[src/rtl/tcs_pkg.sv]
package tcs_pkg;

    // Fixed field widths
    localparam int BYTE_W    = 8;
    localparam int TEXEL_W   = 32;
    localparam int ADDR_W    = 20;
    localparam int MODE_W    = 2;
    localparam int DIM_REG_W = 10;
    localparam int STRIDE_W  = 12;
    localparam int CFG_IDX_W = 3;
    localparam int CFG_DAT_W = 12;

    // Tile geometry: 16 bytes by 8 rows
    localparam int BLOCK_ROW_BYTES = 16;
    localparam int BLOCK_ROWS      = 8;
    localparam int BLK_X_W         = $clog2(BLOCK_ROW_BYTES);
    localparam int BLK_Y_W         = $clog2(BLOCK_ROWS);

    // Source layouts
    typedef enum logic [MODE_W-1:0] {
        CM_GRAY       = 2'd0,
        CM_GRAY_ALPHA = 2'd1,
        CM_BGR        = 2'd2,
        CM_BGRA       = 2'd3
    } t_color_mode;

    // Packed texel forms
    typedef enum logic [MODE_W-1:0] {
        PF_5650 = 2'd0,
        PF_5551 = 2'd1,
        PF_4444 = 2'd2,
        PF_8888 = 2'd3
    } t_pix_fmt;

    // Configuration register indexes
    typedef enum logic [CFG_IDX_W-1:0] {
        CFG_COLOR_MODE   = 3'd0,
        CFG_PIXEL_FORMAT = 3'd1,
        CFG_IMAGE_WIDTH  = 3'd2,
        CFG_IMAGE_HEIGHT = 3'd3,
        CFG_ROW_STRIDE   = 3'd4,
        CFG_SURF_HEIGHT  = 3'd5
    } t_cfg_reg;

    // Source bytes of one pixel
    typedef struct packed {
        logic [BYTE_W-1:0] b3;
        logic [BYTE_W-1:0] b2;
        logic [BYTE_W-1:0] b1;
        logic [BYTE_W-1:0] b0;
    } t_src_pixel;

endpackage

[src/rtl/tcs_pack.sv]
module tcs_pack
    import tcs_pkg::*;
(
    input  t_color_mode        i_mode,
    input  t_pix_fmt           i_fmt,
    input  t_src_pixel         i_pix,
    output logic [TEXEL_W-1:0] o_texel
);

    logic [BYTE_W-1:0] w_r;
    logic [BYTE_W-1:0] w_g;
    logic [BYTE_W-1:0] w_b;
    logic [BYTE_W-1:0] w_a;

    // Channel pick: gray replicates the first byte
    always_comb begin
        if (i_mode == CM_GRAY || i_mode == CM_GRAY_ALPHA) begin
            w_r = i_pix.b0;
            w_g = i_pix.b0;
            w_b = i_pix.b0;
        end else begin
            w_r = i_pix.b2;
            w_g = i_pix.b1;
            w_b = i_pix.b0;
        end
        // Alpha from b3 in BGRA only; else black is transparent, others opaque
        if (i_mode == CM_BGRA) begin
            w_a = i_pix.b3;
        end else if (w_r == 8'h00 && w_g == 8'h00 && w_b == 8'h00) begin
            w_a = 8'h00;
        end else begin
            w_a = 8'hff;
        end
    end

    // Pack, red in the low bits, low channel bits dropped in 16-bit forms
    always_comb begin
        case (i_fmt)
            PF_5650: o_texel = {16'h0000, w_b[7:3], w_g[7:2], w_r[7:3]};
            PF_5551: o_texel = {16'h0000, w_a[7], w_b[7:3], w_g[7:3], w_r[7:3]};
            PF_4444: o_texel = {16'h0000, w_a[7:4], w_b[7:4], w_g[7:4], w_r[7:4]};
            default: o_texel = {w_a, w_b, w_g, w_r};
        endcase
    end

endmodule

[src/rtl/texel_convert_and_swizzle.sv]
// Texel converter and swizzler.
// Input stream: one source pixel per beat in raster order, tdata holds four bytes
// (first byte lowest). The pixel is read per color_mode, given an alpha, packed per
// pixel_format and sent out with its byte address in the destination surface.
// The surface is tiled in 16-byte by 8-row blocks when row_stride_bytes >= 16 and
// surface_height >= 8, and linear otherwise; tuser tells which.
// Output stream: one beat per input beat, tlast on the last pixel of the image.
// The result register is loaded on the edge that accepts the input beat. Throughput
// is one pixel per cycle while the output does not stall; the column and row counters
// and one short multiply per address form sit between the input and that register.
// A stall on the output side holds the result and drops s_axis_tready in the same
// cycle; a beat is taken again as soon as the result register is free or drains.
// Reset clears the counters and the output valid and loads the register defaults
// (BGRA, 8888, 1x1 image, 16-byte stride, 8-row surface). Configuration writes
// through i_cfg_* take effect at once and do not restart the raster position.
module texel_convert_and_swizzle
    import tcs_pkg::*;
#(
    parameter int MAX_DIMENSION = 512
) (
    input  logic                 i_clk,
    input  logic                 i_rst_n,
    // configuration
    input  logic                 i_cfg_we,
    input  logic [CFG_IDX_W-1:0] i_cfg_addr,
    input  logic [CFG_DAT_W-1:0] i_cfg_wdata,
    // pixel input
    input  logic                 s_axis_tvalid,
    output logic                 s_axis_tready,
    input  logic [31:0]          s_axis_tdata,   // byte_first, byte_second, byte_third, byte_fourth
    // texel output
    output logic                 m_axis_tvalid,
    input  logic                 m_axis_tready,
    output logic [55:0]          m_axis_tdata,   // texel[31:0], byte_address[51:32], zero pad
    output logic                 m_axis_tuser,   // is_tiled
    output logic                 m_axis_tlast    // last_texel
);

    localparam int CW   = $clog2(MAX_DIMENSION);
    localparam int DW   = $clog2(MAX_DIMENSION + 1);
    localparam int CMPW = (DW > DIM_REG_W) ? DW : DIM_REG_W;
    localparam int XBW  = CW + 2;
    localparam int RAW  = CW + STRIDE_W + 1;
    localparam int FW   = (RAW > ADDR_W) ? RAW : ADDR_W;
    localparam int BKW  = RAW - BLK_X_W - BLK_Y_W;
    localparam int PADW = 56 - TEXEL_W - ADDR_W;

    // Configuration registers
    t_color_mode          r_mode;
    t_pix_fmt             r_fmt;
    logic [DIM_REG_W-1:0] r_img_w;
    logic [DIM_REG_W-1:0] r_img_h;
    logic [STRIDE_W-1:0]  r_stride;
    logic [DIM_REG_W-1:0] r_surf_h;

    // Raster position of the next pixel
    logic [CW-1:0] r_col;
    logic [CW-1:0] r_row;
    logic [CW-1:0] n_col;
    logic [CW-1:0] n_row;

    // Result register
    logic                r_ovalid;
    logic [TEXEL_W-1:0]  r_texel;
    logic [ADDR_W-1:0]   r_addr;
    logic                r_tiled;
    logic                r_last;

    logic                w_accept;
    logic [DW-1:0]       w_width;
    logic [DW-1:0]       w_height;
    logic                w_last_col;
    logic                w_last_row;
    logic [XBW-1:0]      w_xb;
    logic                w_tiled;
    logic [RAW-1:0]      w_lin;
    logic [RAW-1:0]      w_tile;
    logic [BKW-1:0]      w_blk;
    logic [FW-1:0]       w_addr_full;
    logic [TEXEL_W-1:0]  w_texel;
    t_src_pixel          w_pix;

    function automatic logic [DW-1:0] clamp_dim(input logic [DIM_REG_W-1:0] v);
        logic [CMPW-1:0] ext;
        ext = CMPW'(v);
        if (v == '0) begin
            clamp_dim = DW'(1);
        end else if (ext > CMPW'(MAX_DIMENSION)) begin
            clamp_dim = DW'(MAX_DIMENSION);
        end else begin
            clamp_dim = DW'(ext);
        end
    endfunction

    assign s_axis_tready = !r_ovalid || m_axis_tready;
    assign w_accept      = s_axis_tvalid && s_axis_tready;
    assign w_pix         = t_src_pixel'(s_axis_tdata);

    // Configuration writes
    always_ff @(posedge i_clk) begin
        if (!i_rst_n) begin
            r_mode   <= CM_BGRA;
            r_fmt    <= PF_8888;
            r_img_w  <= DIM_REG_W'(1);
            r_img_h  <= DIM_REG_W'(1);
            r_stride <= STRIDE_W'(BLOCK_ROW_BYTES);
            r_surf_h <= DIM_REG_W'(BLOCK_ROWS);
        end else if (i_cfg_we) begin
            case (i_cfg_addr)
                CFG_COLOR_MODE:   r_mode   <= t_color_mode'(i_cfg_wdata[MODE_W-1:0]);
                CFG_PIXEL_FORMAT: r_fmt    <= t_pix_fmt'(i_cfg_wdata[MODE_W-1:0]);
                CFG_IMAGE_WIDTH:  r_img_w  <= i_cfg_wdata[DIM_REG_W-1:0];
                CFG_IMAGE_HEIGHT: r_img_h  <= i_cfg_wdata[DIM_REG_W-1:0];
                CFG_ROW_STRIDE:   r_stride <= i_cfg_wdata[STRIDE_W-1:0];
                CFG_SURF_HEIGHT:  r_surf_h <= i_cfg_wdata[DIM_REG_W-1:0];
                default: ;
            endcase
        end
    end

    // Position compare and next position
    always_comb begin
        w_width    = clamp_dim(r_img_w);
        w_height   = clamp_dim(r_img_h);
        w_last_col = (DW'(r_col) + DW'(1)) >= w_width;
        w_last_row = (DW'(r_row) + DW'(1)) >= w_height;
        if (w_last_col) begin
            n_col = '0;
            n_row = w_last_row ? '0 : r_row + CW'(1);
        end else begin
            n_col = r_col + CW'(1);
            n_row = r_row;
        end
    end

    // Byte addressing: linear and 16x8 block-tiled forms
    always_comb begin
        w_xb    = (r_fmt == PF_8888) ? {r_col, 2'b00} : {1'b0, r_col, 1'b0};
        w_tiled = (r_stride >= STRIDE_W'(BLOCK_ROW_BYTES)) &&
                  (r_surf_h >= DIM_REG_W'(BLOCK_ROWS));
        w_lin   = RAW'(r_row * r_stride) + RAW'(w_xb);
        w_blk   = BKW'((r_row >> BLK_Y_W) * (r_stride >> BLK_X_W)) +
                  BKW'(w_xb >> BLK_X_W);
        w_tile  = {w_blk, r_row[BLK_Y_W-1:0], w_xb[BLK_X_W-1:0]};
        w_addr_full = w_tiled ? FW'(w_tile) : FW'(w_lin);
    end

    tcs_pack u_pack (
        .i_mode  (r_mode),
        .i_fmt   (r_fmt),
        .i_pix   (w_pix),
        .o_texel (w_texel)
    );

    // Counters and output valid
    always_ff @(posedge i_clk) begin
        if (!i_rst_n) begin
            r_col    <= '0;
            r_row    <= '0;
            r_ovalid <= 1'b0;
        end else begin
            if (w_accept) begin
                r_col <= n_col;
                r_row <= n_row;
            end
            if (w_accept) begin
                r_ovalid <= 1'b1;
            end else if (m_axis_tready) begin
                r_ovalid <= 1'b0;
            end
        end
    end

    // Result payload
    always_ff @(posedge i_clk) begin
        if (w_accept) begin
            r_texel <= w_texel;
            r_addr  <= w_addr_full[ADDR_W-1:0];
            r_tiled <= w_tiled;
            r_last  <= w_last_col && w_last_row;
        end
    end

    assign m_axis_tvalid = r_ovalid;
    assign m_axis_tdata  = {{PADW{1'b0}}, r_addr, r_texel};
    assign m_axis_tuser  = r_tiled;
    assign m_axis_tlast  = r_last;

endmodule
[config.mk]
export PLATFORM = sky130hd
export DESIGN_NAME = texel_convert_and_swizzle
export DESIGN_NICKNAME = d
export VERILOG_FILES = /design/src/rtl/tcs_pkg.sv /design/src/rtl/tcs_pack.sv /design/src/rtl/texel_convert_and_swizzle.sv
export SDC_FILE = /design/constraint.sdc
export NUM_CORES = 1
export LEC_CHECK = 0
export BUFFER_PORTS_ARGS = -buffer_cell sky130_fd_sc_hd__buf_2
export CORE_ASPECT_RATIO = 0.75
export CORE_UTILIZATION = 45
export DETAILED_ROUTE_END_ITERATION = 16
export GPL_ROUTABILITY_DRIVEN = 0
export GPL_TIMING_DRIVEN = 0
export SLEW_MARGIN = 20
export SYNTH_ARGS = -nofsm -noshare
export SYNTH_HDL_FRONTEND = slang
export SYNTH_SLANG_ARGS = --single-unit
export TNS_END_PERCENT = 30
[constraint.sdc]
create_clock -name i_clk -period 6.11 [get_ports i_clk]
set_input_delay 0.9165 -clock i_clk [delete_from_list [all_inputs] [get_ports i_clk]]
set_output_delay 0.9165 -clock i_clk [all_outputs]
set_load 0.01 [all_outputs]
==> results.py, run 1 <==
metrics = {
    "synthesis": {
        "synthDominantCellAreaShare_pct": 16.8,
        "yosys-top-cells-area": "fa_1 (17%), edfxtp_1 (15%), dfxtp_1 (12%), ha_1 (11%), nand2_1 (7.7%)",
        "postSynthCellCount": 1177,
        "dominant_combinational_cell_family_by_area_after_synthesis": "adder cells",
        "synth-edff-count": 54,
        "ys_ff_latch": 116,
        "netlist.top_cell.by_area": "fa_1",
        "post_synth_instance_area_um2": 10500,
        "synth_compound_gate_area_share_pct": 13.5,
        "fraction_of_the_yosys_area_taken_by_sequential_cells_pct": 27.3,
        "yosysWarnings": 0,
        "synth_xor_area_share_pct": 3.09,
        "synth_ff_type": "dfxtp_1",
        "yosys.cell_types.count": 71,
        "synth-adder-area-share_pct": 27.7,
        "async_flop_share_pct": 0,
        "avgSynthCellArea_um2": 8.92,
        "post_synthesis_simple_gate_area_fraction_pct": 17.8,
        "synth.mux.area_fraction_pct": 3.30,
    },
    "die": {
        "die_height_um": 134,
        "die_area_um2": 24000,
        "placement_rows": 48,
        "fp.coreArea_um2": 22900,
        "dieWidth_um": 178,
        "starting_density_of_the_core_pct": 45.8,
        "floorplan.io_pins": 112,
    },
    "route": {
        "drtAntennaViolNets": 0,
        "detailed_route_iter0_violations": 567,
        "avgRoutedWirePerCell_um": 16.6,
        "wirelength_mm": 26.8,
        "drc": 0,
        "detail_route.vias_per_cell": 5.31,
        "vias": 8585,
        "detailedRoute.firstPassIterationCount": 5,
    },
    "clock_tree": {
        "cts_made_buffers": 17,
        "cts.clk_slew.worst_paths_ns": 0.06,
        "tritoncts": "done",
        "postCtsSetupRepairBufs": 0,
        "htree_levels": 4,
        "hold_buffers": 0,
        "clk_latency_ns": 0.44,
        "cts.path.max_buffers": 2,
        "cts.root.buffer_cell": "clkbuf_16",
        "cts.sink_count": 116,
    },
    "global_routing": {
        "vias_in_the_first_global_route": 8394,
        "global_route.usage.total_pct": 23.6,
        "grt.busiest_layer": "met2",
        "global_route_wire_length_before_repair_mm": 43.7,
        "grt.overflow.total": 0,
        "globalRouteMet3Util_pct": 3.71,
        "antenna_found_initial": 0,
        "grt_max_degree": 36,
        "met1_usage_pct": 35.1,
        "globalRouteMet2Util_pct": 35.1,
    },
    "power": {
        "cellPowerDensity_nw_per_um2": 184,
        "vdd.ir_drop.worst_mv": 0.168,
        "power.leakage_nw": 5.65,
    },
    "placed_design": {
        "detailedPlace.worstSlack_ns": 0.104,
        "place.detailed.hpwl_mm": 20.8,
        "dp.cells": 1586,
        "port_buffers": 105,
    },
    "timing": {
        "hold_ws_ns": 0.454,
        "fmaxAchievable_mhz": 172,
        "max-slew-margin-rel_pct": 47.6,
        "setup_violations": 0,
        "final_max_slew_viol_count": 0,
        "clock_skew_ns": 0.0153,
        "final.period_utilization_pct": 95.1,
        "final.min_clock_period_ns": 5.81,
        "rsz0062_at_grt": "no",
        "tightest_slew_ns": 0.783,
        "finalHoldViolations": 0,
        "tns_ns": 0,
        "post_route_setup_slack_ns": 0.298,
    },
    "final_layout": {
        "antenna-diode-count": 0,
        "final_cell_mix": "nand2_1 (214), inv_1 (134), buf_2 (110), ha_1 (92), fa_1 (88)",
        "finalNonFillerCells": 1617,
        "final_layout_size_suffix_gt1_share_pct": 14.2,
        "num-nets-final": 1536,
        "mostFrequentLayoutCell": "nand2_1",
        "area_growth_from_synthesis_to_final_layout_pct": 15.1,
    },
    "worst_setup_path": {
        "worst_reg_to_reg_path_cell_count": 18,
        "setup.reg_to_reg.worst_slack_ns": 0.30,
        "cp_max_fo": 10,
        "r2r_startpoint": "r_row[8]$_SDFFE_PN0P_",
        "reg2reg_to": "r_addr[18]$_DFFE_PP_",
        "critical_path.endpoint_type": "flop",
        "critical_path_required_ns": 6.29,
        "critPathArrivalTime_ns": 5.99,
        "worst-setup-path-type": "reg -> reg",
        "startpoint_type": "flop",
    },
    "hold_path": {
        "worstHoldPathCells": 2,
        "min-delay-path-class": "reg -> reg",
        "hp-start": "r_surf_h[7]$_SDFFE_PN0P_",
        "worst_hold_path.endpoint": "r_surf_h[7]$_SDFFE_PN0P_",
    },
    "run": {
        "max_cap_viol_count": 0,
    },
    "outcome": {
        "result_of_the_run": "complete, no violations",
    },
}
-- critical path: stages (launching register included) --
cell      delay, ns
dfxtp_1        0.46
clkbuf_1       0.43
nand2_1        0.15
fa_1           0.55
fa_1           0.55
inv_1          0.05
fa_1           0.50
fa_1           0.54
inv_1          0.05
fa_1           0.53
inv_1          0.04
ha_1           0.34
o21a_1         0.18
o211ai_1       0.11
o21ai_1        0.37
a22oi_1        0.22
a21oi_1        0.25
xnor2_1        0.15
mux2i_1        0.09
-- kinds of logic (layout without fill, tap and decap cells) --
| logic type | Yosys count | count (layout) |
|---|---|---|
| AND/OR/NAND/NOR | 401 | 401 |
| multiplexers | 26 | 26 |
| XOR/XNOR | 37 | 37 |
| flip-flops | 116 | 116 |
| AO/OA/AOI/OAI | 220 | 220 |
| adder cells (fa/ha/maj) | 180 | 180 |
| buffers and inverters | 196 | 333 |
| other | 1 | 4 |
-- cells in the mapped netlist (2+ instances only) --
| cell type | instances |
|---|---|
| a21oi_1 | 85 |
| clkbuf_1 | 44 |
| o31ai_1 | 5 |
| o211ai_1 | 8 |
| nor4_1 | 12 |
| mux2i_1 | 11 |
| inv_1 | 135 |
| ha_1 | 92 |
| xnor2_1 | 23 |
| fa_1 | 88 |
| buf_4 | 5 |
| edfxtp_1 | 54 |
| mux4_2 | 6 |
| or3_1 | 4 |
| nor2b_1 | 12 |
| buf_1 | 3 |
| o21ai_2 | 2 |
| a32oi_1 | 2 |
| nand2b_1 | 12 |
| or4_1 | 5 |
| a21o_2 | 2 |
| and3_1 | 15 |
| or2_2 | 2 |
| nor3_1 | 6 |
| a21o_1 | 12 |
| nor2_1 | 43 |
| a31oi_1 | 7 |
| dfxtp_1 | 62 |
| clkinv_1 | 3 |
| a41oi_1 | 2 |
| o21a_1 | 13 |
| nand3_1 | 14 |
| a32o_1 | 2 |
| mux2_2 | 9 |
| a22oi_1 | 3 |
| o21ai_0 | 32 |
| a211oi_1 | 9 |
| and2_1 | 53 |
| o21ai_1 | 18 |
| buf_2 | 5 |
| nand2_1 | 214 |
| xor2_1 | 14 |
-- flip-flops by register name (all words and copies together), names as in the netlist --
| register | flops |
|---|---|
| r_addr | 20 |
| r_stride | 12 |
| r_fmt | 2 |
| r_img_h | 10 |
| r_col | 9 |
| r_img_w | 10 |
| m_axis_tuser | 1 |
| r_row | 9 |
| r_surf_h | 7 |
| r_texel | 32 |
| m_axis_tlast | 1 |
| r_mode | 2 |
| m_axis_tvalid | 1 |
-- power by group --
group | internal, mW | total [mW] | switching [mW] | leakage, nW
registers | 0.853 | 0.869 | 0.0157 | 1.03
logic | 0.0919 | 0.246 | 0.154 | 4.31
clock network | 0.693 | 1.11 | 0.417 | 0.314
-- layout make-up --
| type | instances | area, µm² |
|---|---|---|
| buffer | 56 | 241 |
| tap | 300 | 375 |
| sequential | 116 | 2860 |
| inverter | 139 | 524 |
| clock buffer | 22 | 518 |
| fill | 2182 | 10900 |
| multi-input combinational | 868 | 6890 |
| timing repair buffer | 106 | 546 |
| clock inverter | 10 | 129 |
-- per-stage QoR --
step	utilization [%]	total power [mW]	instance area, µm²
floorplan	-	1.03	10500
global placement	49.7	1.13	11400
detailed placement	49.8	1.13	11400
CTS	52.7	2.23	12100
global route	52.7	2.29	12100
finish	52.7	2.22	12100
-- layer usage --
metal  vias up  part of all wire, %
li1       4182                    -
met1      4055                   49
met2       308                   42
met3        40                  7.3
met4         0                  1.6
met5         -                    0
-- worst max path at each step --
stage	startpoint	end	slack [ns]	depth (start not counted)
3_5_place_dp	r_row[2]$_SDFFE_PN0P_	r_addr[19]$_DFFE_PP_	0.10	21
4_1_cts	r_row[2]$_SDFFE_PN0P_	r_addr[19]$_DFFE_PP_	0.11	21
6_report	r_row[8]$_SDFFE_PN0P_	r_addr[18]$_DFFE_PP_	0.30	18
3_3_place_gp	r_row[2]$_SDFFE_PN0P_	r_addr[19]$_DFFE_PP_	0.13	21
5_1_grt	r_row[0]$_SDFFE_PN0P_	r_addr[19]$_DFFE_PP_	0.02	20
2_1_floorplan	r_row[2]$_SDFFE_PN0P_	r_addr[19]$_DFFE_PP_	0.72	21
-- timing repair --
item	4_1_cts	5_1_grt
gates resized for setup	0	11
hold endpoints to repair	0	0
endpoints found under the setup margin	0	6
Note: power is estimated with default switching activity, not from simulation.
==> run 2, diff against run 1 <==
ABC_AREA = 1   (was not set)
==> results.py, run 2 <==
metrics = {
    "final_layout": {
        "antenna-diode-count": 0,
        "final_layout_size_suffix_gt1_share_pct": 11.2,
        "finalNonFillerCells": 1984,
        "mostFrequentLayoutCell": "nand2_1",
        "fillers": 2349,
        "final_cell_mix": "nand2_1 (380), inv_1 (287), nor2_1 (202), buf_2 (115), ha_1 (92)",
        "area_growth_from_synthesis_to_final_layout_pct": 13.7,
        "top_regs": "r_texel (32), r_addr (20), r_stride (12)",
        "top_register_by_number_of_flip_flops": "r_texel",
        "flip_flop_count_of_the_largest_register_after_layout": 32,
        "num-nets-final": 1873,
    },
    "worst_setup_path": {
        "critical_path_required_ns": 6.27,
        "critPathSlowestCell": "fa_1",
        "critPathArrivalTime_ns": 5.67,
        "critPathBufInv": 5,
        "cpMostUsedCell": "fa_1",
        "worst-setup-path-type": "reg -> reg",
        "cp_max_fo": 10,
        "timing.critical_path.cells": "clkbuf_1 -> nand2_1 -> fa_1 -> fa_1 -> inv_1 -> fa_1 -> fa_1 -> inv_1 -> fa_1 -> inv_1 -> ha_1 -> a21oi_1 -> inv_1 -> nor2_1 -> nand2_1 -> or2_2 -> nand3_1 -> o21ai_0",
        "crit_family": "adder cells",
        "startpoint_type": "flop",
        "critical_path.endpoint_type": "flop",
        "timing.critical_path.slowest_cell_delay_ns": 0.58,
    },
    "global_routing": {
        "antenna_found_initial": 0,
        "global_route.usage.total_pct": 24.1,
        "grt_max_degree": 64,
        "global_route_wire_length_before_repair_mm": 46.7,
        "grt.overflow.total": 0,
        "vias_in_the_first_global_route": 8870,
    },
    "power": {
        "power.leakage_nw": 6.79,
        "vdd.ir_drop.worst_mv": 0.224,
        "cellPowerDensity_nw_per_um2": 214,
    },
    "clock_tree": {
        "cts.clk_slew.worst_paths_ns": 0.05,
        "htree_levels": 4,
        "postCtsSetupRepairBufs": 0,
        "hold_buffers": 0,
        "cts_resized": 0,
        "clk_latency_ns": 0.43,
        "tritoncts": "done",
        "cts_made_buffers": 17,
        "cts.sink_count": 116,
        "cts.root.buffer_cell": "clkbuf_16",
        "cts.path.max_buffers": 2,
    },
    "hold_path": {
        "min-delay-path-class": "reg -> reg",
    },
    "route": {
        "detail_route.vias_per_cell": 4.88,
        "avgRoutedWirePerCell_um": 14.6,
        "vias": 9681,
        "drtAntennaViolNets": 0,
        "wirelength_mm": 29.0,
        "detailed_route_iter0_violations": 757,
        "detailedRoute.firstPassIterationCount": 6,
        "drc": 0,
    },
    "timing": {
        "tns_ns": 0,
        "final.period_utilization_pct": 90.1,
        "clock_skew_ns": 0.0123,
        "rsz0062_at_grt": "no",
        "final.min_clock_period_ns": 5.50,
        "finalHoldViolations": 0,
        "final_max_slew_viol_count": 0,
        "tightest_slew_ns": 1.00,
        "max-slew-margin-rel_pct": 32.9,
        "fmaxAchievable_mhz": 182,
        "setup_violations": 0,
    },
    "synthesis": {
        "netlist.top_cell.by_area": "fa_1",
        "avgSynthCellArea_um2": 7.30,
        "post_synth_instance_area_um2": 11000,
        "fraction_of_the_yosys_area_taken_by_sequential_cells_pct": 25.9,
        "synthDominantCellAreaShare_pct": 16.0,
        "async_flop_share_pct": 0,
        "synth_ff_type": "dfxtp_1",
        "yosys.cell_types.count": 53,
        "synth-edff-count": 54,
        "yosys-top-cells-area": "fa_1 (16%), edfxtp_1 (15%), nand2_1 (13%), dfxtp_1 (11%), ha_1 (10%)",
        "yosysWarnings": 0,
        "synth.top_cells.by_count": "nand2_1 (380), inv_1 (287), nor2_1 (202), ha_1 (92), fa_1 (88)",
        "postSynthCellCount": 1513,
        "yosys.cell_count.top_type": "nand2_1",
        "ys_ff_latch": 116,
    },
    "die": {
        "die_height_um": 138,
        "starting_density_of_the_core_pct": 46.0,
        "fp.coreArea_um2": 24000,
        "die_area_um2": 25200,
        "placement_rows": 49,
        "dieWidth_um": 183,
        "floorplan.io_pins": 112,
    },
    "placed_design": {
        "port_buffers": 106,
        "place.detailed.hpwl_mm": 23.3,
        "dp.cells": 1953,
    },
    "outcome": {
        "result_of_the_run": "complete, no violations",
    },
    "run": {
        "max_cap_viol_count": 0,
    },
}
run 2: cell types whose count changed in the layout (fill, tap and decap cells not counted), moves of 11 or more:
cell | previous run | this run
nand2_1 | 214 | 380
nor2_1 | 43 | 202
inv_1 | 134 | 287
and2_1 | 53 | 1
nand3_1 | 14 | 61
a21oi_1 | 84 | 48
o21ai_0 | 32 | 68
xnor2_1 | 23 | 6
and3_1 | 15 | 0
nand2b_1 | 12 | 0
nand4_1 | 1 | 13
nor2b_1 | 12 | 0
o21a_1 | 13 | 1
mux2i_1 | 11 | 0
run 2: per-layer routing:
layer	vias up	wire length (µm)	global-route usage, %
met5	-	0	0
met4	0	373	5.93
met3	24	1990	5.08
met2	308	11200	33.9
met1	4419	15400	36.9
li1	4930	-	-
run 2: final cells by class:
type | count | area, µm² | area share, %
buffer | 52 | 253 | 2.01
timing repair buffer | 106 | 531 | 4.23
clock inverter | 5 | 50.0 | 0.399
multi-input combinational | 1056 | 6840 | 54.5
inverter | 292 | 1100 | 8.75
clock buffer | 26 | 500 | 3.99
sequential | 116 | 2860 | 22.8
tap | 331 | 414 | 3.30
run 2: logic make-up after synthesis:
group                      synth area share, %
AOI/OAI and AO/OA                         8.10
xor gates and xnor gates                  1.43
adders and majority gates                 26.4
buffers and inverters                     12.2
DFF                                       25.9
other                                   0.0340
and+or+nand+nor                           25.9
run 2: report_power, final:
group	internal, mW	switching (mW)
logic	0.284	0.540
clock network	0.598	0.341
registers	0.890	0.0362
run 2: path summary, 6_finish.rpt:
path / startpoint / end / slack (ns) / cells after the start
hold / removal: r_surf_h[3]$_SDFFE_PN1P_ / r_surf_h[3]$_SDFFE_PN1P_ / 0.47 / 2
hold reg to reg: r_surf_h[3]$_SDFFE_PN1P_ / r_surf_h[3]$_SDFFE_PN1P_ / 0.47 / 2
setup reg to reg: r_row[5]$_SDFFE_PN0P_ / r_addr[10]$_DFFE_PP_ / 0.61 / 18
setup / recovery: r_row[5]$_SDFFE_PN0P_ / r_addr[10]$_DFFE_PP_ / 0.61 / 18
run 2: stage by stage:
stage	hold slack (ns)	util, %	setup slack (ns)	power, mW	area, µm²
2_1_floorplan	0.429	-	1.17	1.50	11100
5_1_grt	0.480	52.2	0.363	2.86	12600
4_1_cts	0.470	52.2	0.650	2.70	12600
3_3_place_gp	0.450	49.9	0.688	1.75	12000
3_5_place_dp	0.459	49.9	0.682	1.76	12000
6_report	0.471	52.2	0.607	2.69	12600
run 2: worst register-to-register path: cells and delay by family (launching register included):
kind / cells / cell delay, ns
buf+inv: 5 / 0.71
flops: 1 / 0.39
fa+ha+maj: 6 / 3.05
compound gates: 2 / 0.37
simple gates: 5 / 0.72
